==> config.mk <==
export PLATFORM = sky130hd
export DESIGN_NAME = touch_joystick_dead_zone_flat
export DESIGN_NICKNAME = d
export VERILOG_FILES = /design/src/rtl/tjdz_pkg.sv /design/src/rtl/tjdz_if.sv /design/src/rtl/tjdz_csub.sv /design/src/rtl/touch_joystick_dead_zone.sv /design/src/flat_wrapper.sv
export SDC_FILE = /design/constraint.sdc
export NUM_CORES = 2
export LEC_CHECK = 0
export ABC_AREA = 1
export BUFFER_PORTS_ARGS = -buffer_cell sky130_fd_sc_hd__buf_4
export CELL_PAD_IN_SITES_DETAIL_PLACEMENT = 1
export CELL_PAD_IN_SITES_GLOBAL_PLACEMENT = 1
export CORE_ASPECT_RATIO = 1.5
export CORE_MARGIN = 1.5
export CORE_UTILIZATION = 45
export CTS_BUF_LIST = sky130_fd_sc_hd__clkbuf_8
export CTS_CLUSTER_DIAMETER = 120
export DETAILED_ROUTE_END_ITERATION = 7
export GPL_ROUTABILITY_DRIVEN = 0
export PLACE_DENSITY = 0.91
export SLEW_MARGIN = 20
export SYNTH_ARGS = -nofsm -noshare
export SYNTH_HDL_FRONTEND = slang
export SYNTH_SLANG_ARGS = --single-unit
==> constraint.sdc <==
create_clock -name clk_i -period 8.6 [get_ports clk_i]
set_clock_uncertainty 0.2 [all_clocks]
set_input_delay 0.86 -clock clk_i [delete_from_list [all_inputs] [get_ports clk_i]]
set_output_delay 0.86 -clock clk_i [all_outputs]
set_load 0.1 [all_outputs]
==> src/rtl/tjdz_pkg.sv <==
// ----------------------------------------------------------------------------
// tjdz_pkg
// Shared types and constants of the touch joystick dead zone block.
// ----------------------------------------------------------------------------
package tjdz_pkg;

  localparam int CoordBits = 12;
  localparam int SubW      = 40;

  // register indexes of the configuration port
  localparam logic [2:0] REG_ROTATION  = 3'd0;
  localparam logic [2:0] REG_SCREEN_W  = 3'd1;
  localparam logic [2:0] REG_SCREEN_H  = 3'd2;
  localparam logic [2:0] REG_RADIUS    = 3'd3;
  localparam logic [2:0] REG_DEAD_FRAC = 3'd4;
  localparam logic [2:0] REG_ZONE_MIN  = 3'd5;
  localparam logic [2:0] REG_ZONE_MAX  = 3'd6;
  localparam logic [2:0] REG_DIR_DEAD  = 3'd7;

  // rotation modes
  localparam logic [1:0] ROT_NONE = 2'd0;
  localparam logic [1:0] ROT_CW   = 2'd1;
  localparam logic [1:0] ROT_CCW  = 2'd2;

  // direction codes
  localparam logic [3:0] DIR_NONE = 4'd0;
  localparam logic [3:0] DIR_W    = 4'd1;
  localparam logic [3:0] DIR_S    = 4'd2;
  localparam logic [3:0] DIR_A    = 4'd3;
  localparam logic [3:0] DIR_D    = 4'd4;
  localparam logic [3:0] DIR_WA   = 4'd5;
  localparam logic [3:0] DIR_WD   = 4'd6;
  localparam logic [3:0] DIR_SA   = 4'd7;
  localparam logic [3:0] DIR_SD   = 4'd8;

  localparam logic [7:0] DeadFracMax = 8'd230;

  typedef struct packed {
    logic [CoordBits-1:0] touch_x;
    logic [CoordBits-1:0] touch_y;
    logic                 finger_down;
    logic                 press_edge;
    logic                 release_edge;
    logic                 capture_granted;
  } in_item_t;

  typedef struct packed {
    logic signed [15:0] stick_x;
    logic signed [15:0] stick_y;
    logic               stick_active;
    logic [3:0]         direction_code;
    logic               release_owner;
  } out_item_t;

  typedef struct packed {
    logic [SubW-1:0] diff;
    logic            ge;
  } csub_res_t;

endpackage

==> src/rtl/tjdz_if.sv <==
// ----------------------------------------------------------------------------
// tjdz_if
// Valid/ready channels for touch frames and stick results.
// ----------------------------------------------------------------------------
interface tjdz_in_if;
  logic               valid;
  logic               ready;
  tjdz_pkg::in_item_t data;

  modport source (output valid, output data, input ready);
  modport sink (input valid, input data, output ready);
endinterface

interface tjdz_out_if;
  logic                valid;
  logic                ready;
  tjdz_pkg::out_item_t data;

  modport source (output valid, output data, input ready);
  modport sink (input valid, input data, output ready);
endinterface

==> src/rtl/tjdz_csub.sv <==
// ----------------------------------------------------------------------------
// tjdz_csub
// Shared compare-and-subtract unit for the square root and the dividers.
// ----------------------------------------------------------------------------
module tjdz_csub import tjdz_pkg::*; (
  input  logic [SubW-1:0] a_i,
  input  logic [SubW-1:0] b_i,
  output csub_res_t       res_o
);

  logic [SubW:0] diff;

  assign diff        = {1'b0, a_i} - {1'b0, b_i};
  assign res_o.diff  = diff[SubW-1:0];
  assign res_o.ge    = ~diff[SubW];

endmodule

==> src/rtl/touch_joystick_dead_zone.sv <==
// ----------------------------------------------------------------------------
// touch_joystick_dead_zone
// Touch joystick with a scaled radial dead zone, one touch frame per item.
// ----------------------------------------------------------------------------
// When no stick value is computed, a frame goes straight to the final state;
// when the held finger falls inside the dead zone, the frame ends after the
// square root. The full stick value takes a 22-step square root, a 16-step
// division for the usable magnitude and two 17-step divisions for the
// components, all on one shared compare-and-subtract unit, plus one shared
// 16x16 multiplier. The input is ready only while the sequencer is idle; a
// finished result waits in the output register while the next frame is taken.
// Configuration is written through cfg_we_i/cfg_index_i.
module touch_joystick_dead_zone import tjdz_pkg::*; (
  input  logic        clk_i,
  input  logic        rst_ni,
  input  logic        cfg_we_i,
  input  logic [2:0]  cfg_index_i,
  input  logic [23:0] cfg_data_i,
  tjdz_in_if.sink     in_i,
  tjdz_out_if.source  out_o
);

  typedef enum logic [3:0] {
    S_IDLE, S_DIFF, S_SQX, S_SQY, S_SQRT, S_USE, S_DIVU,
    S_MULX, S_DIVX, S_MULY, S_DIVY, S_FIN
  } state_e;

  state_e state_q;

  // configuration
  logic [1:0]  rot_q;
  logic [11:0] scr_w_q, scr_h_q;
  logic [10:0] radius_q;
  logic [7:0]  dzf_q;
  logic [23:0] zmin_q, zmax_q;
  logic [14:0] ddead_q;

  // stick state
  logic               active_q;
  logic signed [12:0] cx_q, cy_q;
  logic signed [15:0] vx_q, vy_q;

  // per-item work registers
  logic signed [12:0] tx_q, ty_q;
  logic               rel_q;
  logic signed [13:0] dx_q, dy_q;
  logic [18:0]        dz_q;
  logic [27:0]        len2_q;
  logic [43:0]        rad_q;
  logic [SubW-1:0]    p_q, b_q;
  logic [21:0]        root_q, len_q;
  logic [15:0]        usable_q;
  logic [4:0]         cnt_q;

  out_item_t out_q;
  logic      out_valid_q;

  // configuration writes
  always_ff @(posedge clk_i or negedge rst_ni) begin
    if (!rst_ni) begin
      rot_q    <= ROT_NONE;
      scr_w_q  <= 12'd1920;
      scr_h_q  <= 12'd1080;
      radius_q <= 11'd100;
      dzf_q    <= 8'd26;
      zmin_q   <= 24'd0;
      zmax_q   <= 24'hFFFFFF;
      ddead_q  <= 15'd9830;
    end else if (cfg_we_i) begin
      unique case (cfg_index_i)
        REG_ROTATION:  rot_q    <= cfg_data_i[1:0];
        REG_SCREEN_W:  scr_w_q  <= cfg_data_i[11:0];
        REG_SCREEN_H:  scr_h_q  <= cfg_data_i[11:0];
        REG_RADIUS:    radius_q <= cfg_data_i[10:0];
        REG_DEAD_FRAC: dzf_q    <= cfg_data_i[7:0];
        REG_ZONE_MIN:  zmin_q   <= cfg_data_i;
        REG_ZONE_MAX:  zmax_q   <= cfg_data_i;
        REG_DIR_DEAD:  ddead_q  <= cfg_data_i[14:0];
        default: ;
      endcase
    end
  end

  // rotation to screen space
  logic signed [12:0] tx_c, ty_c;
  always_comb begin
    tx_c = $signed({1'b0, in_i.data.touch_x});
    ty_c = $signed({1'b0, in_i.data.touch_y});
    case (rot_q)
      ROT_CW: begin
        tx_c = $signed({1'b0, scr_h_q} - {1'b0, in_i.data.touch_y});
        ty_c = $signed({1'b0, in_i.data.touch_x});
      end
      ROT_CCW: begin
        tx_c = $signed({1'b0, in_i.data.touch_y});
        ty_c = $signed({1'b0, scr_w_q} - {1'b0, in_i.data.touch_x});
      end
      default: ;
    endcase
  end

  logic in_zone;
  assign in_zone = (tx_c >= $signed({1'b0, zmin_q[23:12]})) &&
                   (tx_c <= $signed({1'b0, zmax_q[23:12]})) &&
                   (ty_c >= $signed({1'b0, zmin_q[11:0]})) &&
                   (ty_c <= $signed({1'b0, zmax_q[11:0]}));

  logic active_n;
  always_comb begin
    active_n = active_q;
    if (in_i.data.press_edge) begin
      if (!in_zone) active_n = 1'b0;
      else if (in_i.data.capture_granted) active_n = 1'b1;
    end
  end

  logic [10:0] r_eff;
  logic [7:0]  frac_eff;
  assign r_eff    = (radius_q == 11'd0) ? 11'd1 : radius_q;
  assign frac_eff = (dzf_q > DeadFracMax) ? DeadFracMax : dzf_q;

  logic [13:0] abs_dx, abs_dy;
  assign abs_dx = dx_q[13] ? 14'(-dx_q) : 14'(dx_q);
  assign abs_dy = dy_q[13] ? 14'(-dy_q) : 14'(dy_q);

  // shared multiplier
  logic [15:0] mul_a, mul_b;
  logic [31:0] mul_p;
  always_comb begin
    mul_a = '0;
    mul_b = '0;
    case (state_q)
      S_DIFF: begin mul_a = {8'd0, frac_eff}; mul_b = {5'd0, r_eff}; end
      S_SQX:  begin mul_a = {2'd0, abs_dx};   mul_b = {2'd0, abs_dx}; end
      S_SQY:  begin mul_a = {2'd0, abs_dy};   mul_b = {2'd0, abs_dy}; end
      S_MULX: begin mul_a = {2'd0, abs_dy};   mul_b = usable_q; end
      S_MULY: begin mul_a = {2'd0, abs_dx};   mul_b = usable_q; end
      default: ;
    endcase
  end
  assign mul_p = mul_a * mul_b;

  logic [27:0] len2_sum;
  assign len2_sum = len2_q + mul_p[27:0];

  // shared compare-and-subtract unit
  logic [SubW-1:0] sub_a, sub_b;
  csub_res_t       sub_res;
  always_comb begin
    if (state_q == S_SQRT) begin
      sub_a = {p_q[SubW-3:0], rad_q[43:42]};
      sub_b = {16'd0, root_q, 2'b01};
    end else begin
      sub_a = p_q;
      sub_b = b_q;
    end
  end

  tjdz_csub u_csub (
    .a_i   (sub_a),
    .b_i   (sub_b),
    .res_o (sub_res)
  );

  logic [SubW-1:0] p_step;
  logic [21:0]     root_next;
  assign p_step    = sub_res.ge ? sub_res.diff : sub_a;
  assign root_next = {root_q[20:0], sub_res.ge};

  // magnitude setup
  logic [18:0]     rq8, den;
  logic [21:0]     clamped, excess;
  logic            in_dead;
  logic [SubW-1:0] num_u;
  assign rq8     = {r_eff, 8'd0};
  assign den     = rq8 - dz_q;
  assign in_dead = (len2_q == 28'd0) || (len_q <= {3'd0, dz_q});
  assign clamped = (len_q > {3'd0, rq8}) ? {3'd0, rq8} : len_q;
  assign excess  = clamped - {3'd0, dz_q};
  assign num_u   = {3'd0, excess, 15'd0} + {21'd0, den[18:1]};

  logic [SubW-1:0] num_c;
  assign num_c = {3'd0, mul_p[28:0], 8'd0} + {19'd0, len_q[21:1]};

  function automatic logic signed [15:0] sat_comp(input logic [21:0] q, input logic neg);
    logic signed [15:0] r;
    if (neg) r = (q > 22'd32768) ? -16'sd32768 : 16'(-q);
    else r = (q > 22'd32767) ? 16'sd32767 : 16'(q);
    return r;
  endfunction

  // final direction code
  logic signed [15:0] fvx, fvy, dead_p, dead_n;
  logic [3:0]         code;
  assign fvx    = rel_q ? 16'sd0 : vx_q;
  assign fvy    = rel_q ? 16'sd0 : vy_q;
  assign dead_p = $signed({1'b0, ddead_q});
  assign dead_n = -dead_p;
  always_comb begin
    code = DIR_NONE;
    if (fvy > dead_p) code = DIR_W;
    else if (fvy < dead_n) code = DIR_S;
    if (fvx < dead_n) begin
      code = (code == DIR_NONE) ? DIR_A : ((code == DIR_W) ? DIR_WA : DIR_SA);
    end else if (fvx > dead_p) begin
      code = (code == DIR_NONE) ? DIR_D : ((code == DIR_W) ? DIR_WD : DIR_SD);
    end
  end

  logic in_fire, out_free;
  assign in_fire  = in_i.valid && in_i.ready;
  assign out_free = !out_valid_q || out_o.ready;

  always_ff @(posedge clk_i or negedge rst_ni) begin
    if (!rst_ni) begin
      state_q     <= S_IDLE;
      active_q    <= 1'b0;
      cx_q        <= '0;
      cy_q        <= '0;
      vx_q        <= '0;
      vy_q        <= '0;
      out_valid_q <= 1'b0;
      cnt_q       <= '0;
    end else begin
      if (state_q == S_FIN && out_free) out_valid_q <= 1'b1;
      else if (out_o.ready) out_valid_q <= 1'b0;
      unique case (state_q)
        S_IDLE: begin
          if (in_fire) begin
            tx_q     <= tx_c;
            ty_q     <= ty_c;
            rel_q    <= in_i.data.release_edge;
            active_q <= active_n;
            if (in_i.data.press_edge && in_zone && in_i.data.capture_granted) begin
              cx_q <= tx_c;
              cy_q <= ty_c;
            end
            state_q <= (in_i.data.finger_down && active_n) ? S_DIFF : S_FIN;
          end
        end
        S_DIFF: begin
          dx_q    <= {tx_q[12], tx_q} - {cx_q[12], cx_q};
          dy_q    <= {ty_q[12], ty_q} - {cy_q[12], cy_q};
          dz_q    <= mul_p[18:0];
          state_q <= S_SQX;
        end
        S_SQX: begin
          len2_q  <= mul_p[27:0];
          state_q <= S_SQY;
        end
        S_SQY: begin
          len2_q  <= len2_sum;
          rad_q   <= {len2_sum, 16'd0};
          p_q     <= '0;
          root_q  <= '0;
          cnt_q   <= 5'd21;
          state_q <= S_SQRT;
        end
        S_SQRT: begin
          p_q    <= p_step;
          root_q <= root_next;
          rad_q  <= {rad_q[41:0], 2'b00};
          if (cnt_q == 5'd0) begin
            len_q   <= root_next;
            state_q <= S_USE;
          end else begin
            cnt_q <= cnt_q - 5'd1;
          end
        end
        S_USE: begin
          if (in_dead) begin
            vx_q    <= '0;
            vy_q    <= '0;
            state_q <= S_FIN;
          end else begin
            p_q     <= num_u;
            b_q     <= {6'd0, den, 15'd0};
            root_q  <= '0;
            cnt_q   <= 5'd15;
            state_q <= S_DIVU;
          end
        end
        S_DIVU, S_DIVX, S_DIVY: begin
          p_q    <= p_step;
          root_q <= root_next;
          b_q    <= {1'b0, b_q[SubW-1:1]};
          if (cnt_q == 5'd0) begin
            if (state_q == S_DIVU) begin
              usable_q <= root_next[15:0];
              state_q  <= S_MULX;
            end else if (state_q == S_DIVX) begin
              vx_q    <= sat_comp(root_next, dy_q[13]);
              state_q <= S_MULY;
            end else begin
              vy_q    <= sat_comp(root_next, dx_q[13]);
              state_q <= S_FIN;
            end
          end else begin
            cnt_q <= cnt_q - 5'd1;
          end
        end
        S_MULX, S_MULY: begin
          p_q     <= num_c;
          b_q     <= {2'd0, len_q, 16'd0};
          root_q  <= '0;
          cnt_q   <= 5'd16;
          state_q <= (state_q == S_MULX) ? S_DIVX : S_DIVY;
        end
        S_FIN: begin
          // hold until the output register is free
          if (out_free) begin
            if (rel_q) begin
              active_q <= 1'b0;
              vx_q     <= '0;
              vy_q     <= '0;
            end
            out_q.stick_x        <= fvx;
            out_q.stick_y        <= fvy;
            out_q.stick_active   <= active_q && !rel_q;
            out_q.direction_code <= code;
            out_q.release_owner  <= rel_q && active_q;
            state_q              <= S_IDLE;
          end
        end
        default: state_q <= S_IDLE;
      endcase
    end
  end

  assign in_i.ready  = (state_q == S_IDLE);
  assign out_o.valid = out_valid_q;
  assign out_o.data  = out_q;

  // a release can never leave the stick active
  a_release_inactive: assert property (@(posedge clk_i) disable iff (!rst_ni)
    out_valid_q && out_q.release_owner |-> !out_q.stick_active)
    else $error("release_owner with stick still active");

  // only legal direction codes leave the block
  a_code_range: assert property (@(posedge clk_i) disable iff (!rst_ni)
    out_valid_q |-> out_q.direction_code <= DIR_SD)
    else $error("direction code out of range");

  // an item is taken only while the sequencer is idle, which it leaves after every item
  a_accept_idle: assert property (@(posedge clk_i) disable iff (!rst_ni)
    in_fire |=> state_q != S_IDLE)
    else $error("sequencer did not leave idle after an item");

  // a result is loaded only from the final state
  a_load_from_fin: assert property (@(posedge clk_i) disable iff (!rst_ni)
    $rose(out_valid_q) |-> $past(state_q) == S_FIN)
    else $error("output loaded outside the final state");

endmodule
==> src/flat_wrapper.sv <==
// flat-port wrapper written by rule: the top's interface ports become plain ports
module touch_joystick_dead_zone_flat import tjdz_pkg::*;
  (clk_i, rst_ni, cfg_we_i, cfg_index_i, cfg_data_i, in_i_valid, in_i_data, in_i_ready, out_o_valid, out_o_data, out_o_ready);
  tjdz_in_if in_i_i ();
  tjdz_out_if out_o_i ();
  input  logic clk_i;
  input  logic rst_ni;
  input  logic cfg_we_i;
  input  logic [2:0] cfg_index_i;
  input  logic [23:0] cfg_data_i;
  input wire logic [$bits(in_i_i.valid)-1:0] in_i_valid;
  input wire logic [$bits(in_i_i.data)-1:0] in_i_data;
  output wire logic [$bits(in_i_i.ready)-1:0] in_i_ready;
  output wire logic [$bits(out_o_i.valid)-1:0] out_o_valid;
  output wire logic [$bits(out_o_i.data)-1:0] out_o_data;
  input wire logic [$bits(out_o_i.ready)-1:0] out_o_ready;
  assign in_i_i.valid = in_i_valid;
  assign in_i_i.data = in_i_data;
  assign in_i_ready = in_i_i.ready;
  assign out_o_valid = out_o_i.valid;
  assign out_o_data = out_o_i.data;
  assign out_o_i.ready = out_o_ready;
  touch_joystick_dead_zone u_core (.clk_i(clk_i), .rst_ni(rst_ni), .cfg_we_i(cfg_we_i), .cfg_index_i(cfg_index_i), .cfg_data_i(cfg_data_i), .in_i(in_i_i), .out_o(out_o_i));
endmodule
==> results of run 1 <==
## timing repair
action / CTS
hold buffers: 1
resized for setup: 311
endpoints found under the hold margin: 46
buffers inserted: 55
pin swaps: 71
gates cloned: 0
setup endpoints to repair: 53
## cell families after synthesis
logic type	synth area share, %
AOI/OAI and AO/OA	13.2
xor gates and xnor gates	3.17
adders and majority gates	19.7
buffers and inverters	9.90
DFF	32.0
muxes	0.117
and+or+nand+nor	22.0
## stage by stage
step | TNS (ns) | worst slack [ns] | std cells | hold slack [ns]
after CTS | -0.677 | -0.124 | 7243 | 0.0286
after detailed placement | -27.71 | -0.907 | 7044 | 0.242
after global placement | -1.17 | -0.289 | 7044 | 0.233
after floorplan | 0 | 0.0300 | 5557 | 0.226
## routing by layer
metal	global-route usage, %	GRT overflow
met1	63.1	3
met2	84.3	54
met3	51.8	2
met4	69.1	41
met5	21.4	0
==> qor_table.md, run 1 <==
| Step | Quantity | Value |
| --- | --- | --- |
| run status | Status | stopped before the end |
| run status | Failing step | global routing (5_1_grt) |
| run status | Error message | [ERROR GRT-0232] Routing congestion too high. Check the congestion heatmap in the GUI. |
| cts | CTS H-tree depth | 3 |
| synth | Post-synth top cells | nand2_1 (1291), inv_1 (943), nor2_1 (427) |
| synth | Gate Count Post-Synth | 5557 |
| synth | Leading post-synthesis cells by cell area | edfxtp_1 (21%), ha_1 (12%), nand2_1 (11%) |
| synth | Yosys warning total | 0 |
| synth | Predominant post-synthesis flop cell | edfxtp_1 |
| synth | Synth Cell Area | 42800 µm² |
| synth | Count of cell types in the netlist | 75 |
| global routing | Global router's overall resource usage | 66.5% |
| die | Starting Density | 45.4% |
| global routing | Pin count of the biggest net entering global routing | 95 |
| synth | Count of flip-flops with a built-in enable after synthesis | 306 |
| placement | Cell area after placement | 46700 µm² |
| cts | Total number of clock tree sinks | 483 |
| timing | Type of pin the worst path ends at | register data pin |
| cts | CTS root buffer | clkbuf_8 |
| die | Y dimension of the die | 381 µm |
| synth | Avg Cell Area, Syn | 7.70 µm² |
| global routing | Remaining global-route overflow | 100 |
| cts | Clock Path Buffers | 3 |
| placement | PortBufs | 99 |
| synth | Nets in the synthesized netlist | 6186 |
| placement | Placed wire-length estimate | 139 mm |
| synth | Library cell with the largest summed area after synthesis | edfxtp_1 |
| die | Number of top-level design ports | 100 |
| synth | Share of the synthesized area in the top cell type | 21.5% |
| cts | Num CTS Buffers | 78 |
| die | Core Rows | 138 |
| synth | Seq/Total Area, Yosys | 32.0% |
| die | Die width | 255 µm |
| synth | Share of synthesized registers carrying an async set or reset | 36.6% |
| synth | Most common cell in the netlist | nand2_1 |
| timing | Pin ending the worst setup path after global-route repair | u_core.len2_q[25]$_DFFE_PP_/D |
| synth | Synthesis-stage register bit count | 483 |
==> run 2, diff against run 1 <==
--- a/config.mk
+++ b/config.mk
@@ -7,16 +7,11 @@
 export LEC_CHECK = 0
 export ABC_AREA = 1
 export BUFFER_PORTS_ARGS = -buffer_cell sky130_fd_sc_hd__buf_4
-export CELL_PAD_IN_SITES_DETAIL_PLACEMENT = 1
-export CELL_PAD_IN_SITES_GLOBAL_PLACEMENT = 1
-export CORE_ASPECT_RATIO = 1.5
 export CORE_MARGIN = 1.5
-export CORE_UTILIZATION = 45
-export CTS_BUF_LIST = sky130_fd_sc_hd__clkbuf_8
-export CTS_CLUSTER_DIAMETER = 120
+export CORE_UTILIZATION = 40
 export DETAILED_ROUTE_END_ITERATION = 7
 export GPL_ROUTABILITY_DRIVEN = 0
-export PLACE_DENSITY = 0.91
+export PLACE_DENSITY_LB_ADDON = 0.15
 export SLEW_MARGIN = 20
 export SYNTH_ARGS = -nofsm -noshare
 export SYNTH_HDL_FRONTEND = slang
==> constraint.sdc (replaced) <==
create_clock -name clk_i -period 11.18 [get_ports clk_i]
set_clock_uncertainty 0.2 [all_clocks]
set_input_delay 1.118 -clock clk_i [delete_from_list [all_inputs] [get_ports clk_i]]
set_output_delay 1.118 -clock clk_i [all_outputs]
set_load 0.1 [all_outputs]
==> qor_table.md, run 2 <==
| Step | Quantity | Value |
| --- | --- | --- |
| final layout | Fraction of final layout cells with drive strength greater than 1 | 7.06% |
| timing | Highest achievable clock rate | 0.0960 GHz |
| critical path | Critical Path Most Common Cell | inv_1 |
| die | Floorplan Core Area | 106000 µm² |
| synth | Seq/Total Area, Yosys | 32.0% |
| synth | Count of flip-flops with a built-in enable after synthesis | 306 |
| synth | Avg Cell Area, Syn | 7.70 µm² |
| cts | Cts-stage hold buffer count | 0 |
| synth | Predominant post-synthesis flop cell | edfxtp_1 |
| synth | Share of synthesized registers carrying an async set or reset | 36.6% |
| cts | Total number of clock tree sinks | 483 |
| final layout | Synthesis-to-layout area growth | 10.1% |
| final layout | Commonest non-fill, non-tap cells in the layout | nand2_1 (1291), inv_1 (943), nor2_1 (419) |
| synth | Library cell with the largest summed area after synthesis | edfxtp_1 |
| timing | Final setup fails | 0 |
| cts | Worst skew pair latency | 0.68 ns |
| critical path | Category of the worst setup path capture point | flop |
| cts | Clock Path Buffers | 3 |
| routing | Drt pass-1 iters | 6 |
| cts | Num CTS Buffers | 58 |
| die | Y dimension of the die | 330 µm |
| placement | PortBufs | 99 |
| cts | Post-CTS Repair Setup Buffers | 0 |
| critical path | Required time worst endpoint | 11.35 ns |
| global routing | Antenna violations before repair | 0 |
| synth | Yosys warning total | 0 |
| routing | Number of nets still failing antenna checks after routing | 0 |
| critical path | Crit-path max FO | 16 |
| routing | Via count normalized by instance count | 5.30 |
| routing | Detailed Route Iter0 Violations | 3230 |
| synth | Most common cell in the netlist | nand2_1 |
| critical path | Kind of launch point of the worst setup path | flop |
| global routing | Global router's overall resource usage | 25.4% |
| synth | Leading post-synthesis cells by cell area | edfxtp_1 (21%), ha_1 (12%), nand2_1 (11%) |
| cts | CTS tree | yes |
| synth | Synth Cell Area | 42800 µm² |
| critical path | Reg-to-reg slack, setup | 0.76 ns |
| timing | Final total negative setup slack | 0 ns |
| cts | CTS-repair resized insts | 0 |
| timing | Worst relative slew slack | 14.4% |
| routing | Final wirelength | 138 mm |
| critical path | Critical Path Max Stage Delay | 0.91 ns |
| critical path | Worst Setup Path Type | reg -> reg |
| cts | CTS root buffer | clkbuf_16 |
| die | Die width | 330 µm |
| die | Number of top-level design ports | 100 |
| synth | Synthesis-stage register bit count | 483 |
| timing | Final count of hold timing violations | 0 |
| critical path | Worst path slowest cell | xor2_1 |
| final layout | Post-layout nets | 6250 |
| critical path | Arrival time at the worst endpoint | 10.58 ns |
| flow run | MaxCap Viol Count | 0 |
| final layout | Max FFs per register | 40 |
| cts | Clk slew on worst S/H paths | 0.07 ns |
| routing | Via count | 37400 |
| global routing | Wire length of the first global-routing pass | 213 mm |
| synth | Gate Count Post-Synth | 5557 |
| timing | Final slew viol count | 0 |
| run status | Status | finished, final reports clean |
| final layout | Largest register by flop count | u_core.p_q |
| timing | Final period util | 93.2% |
| timing | Slew at the pin closest to its max-slew limit | 1.27 ns |
| final layout | Most common cell after layout, fill and taps aside | nand2_1 |
| routing | DRC | 0 |
| timing | Unrepaired setup endpoints after global routing | false |
| placement | Placed wire-length estimate | 109 mm |
| die | Starting Density | 40.5% |
| worst hold path | Hold Crit Class | in -> async |
| timing | Final period demand of the worst path | 10.42 ns |
| routing | Post-detailed-route wirelength per cell | 19.6 µm |
| synth | Count of cell types in the netlist | 75 |
| global routing | Number of global-route vias before repair | 36200 |
| synth | Share of the synthesized area in the top cell type | 21.5% |
| global routing | Pin count of the biggest net entering global routing | 76 |
| die | Die area | 109000 µm² |
| synth | Nets in the synthesized netlist | 6186 |
| synth | Post-synth top cells | nand2_1 (1291), inv_1 (943), nor2_1 (427) |
| global routing | Remaining global-route overflow | 0 |
| cts | CTS H-tree depth | 2 |
| die | Core Rows | 119 |
run 2: cell counts after synthesis:
Identical to the previous run, type by type.
run 2: stage by stage:
step / util (%) / hold WS [ns] / worst slack, ns / instances / area [µm²]
5_1_grt: 44.6 / 0.266 / 0.259 / 7058 / 47100
3_3_place_gp: 42.7 / 0.234 / 0.932 / 6952 / 45100
6_report: 44.6 / 0.242 / 0.762 / 7059 / 47100
3_5_place_dp: 42.7 / 0.234 / 0.912 / 6952 / 45100
4_1_cts: 44.6 / 0.248 / 0.836 / 7058 / 47100
2_1_floorplan: - / 0.226 / 2.56 / 5557 / 42800
run 2: worst max-delay path, delay by kind of cell (launching register included):
family,cells,cell delay (ns)
DFF,1,0.68
xor gates and xnor gates,1,0.91
AOI/OAI and AO/OA,9,1.51
buffers and inverters,8,1.32
adders and majority gates,8,3.52
and+or+nand+nor,12,1.96
run 2: routing by layer:
metal / GRT usage (%) / wire length, µm
met4: 8.13 / 4650
met2: 42.2 / 63900
met5: 0 / 0
met3: 2.73 / 7880
met1: 34.7 / 61800
run 2: cell families after synthesis:
family	after synthesis	synth area share, %
AND/OR/NAND/NOR	2240	22.0
buffers and inverters	1110	9.90
AO/OA/AOI/OAI	1003	13.2
adder cells (fa/ha/maj)	569	19.7
flip-flops	483	32.0
XOR/XNOR	147	3.17
multiplexers	5	0.117
run 2: final timing paths:
path | to | from | cells past startpoint
hold / removal | u_core.ddead_q[12] | rst_ni | 1
setup reg to reg | u_core.len2_q[24] | u_core.state_q[2] | 38
min in group clk_i | u_core.len_q[21] | u_core.root_q[20] | 0
hold reg to reg | u_core.len_q[21] | u_core.root_q[20] | 0
setup / recovery | u_core.len2_q[24] | u_core.state_q[2] | 38
max in group asynchronous | u_core.dzf_q[7] | rst_ni | 3
run 2: final cells by class:
cell class                      instances  area, µm²
Multi-Input combinational cell       3964      25000
Clock buffer                           77       1610
Antenna cell                            1       2.50
Sequential cell                       483      13700
Tap cell                             1391       1740
Inverter                              962       3610
Clock inverter                         29        360
Timing Repair Buffer                  152       1150
Fill cell                           10700      58600
Power of run 2 is not shown: default switching activity piles up to over one toggle a cycle in this logic, so the estimate is an artifact.
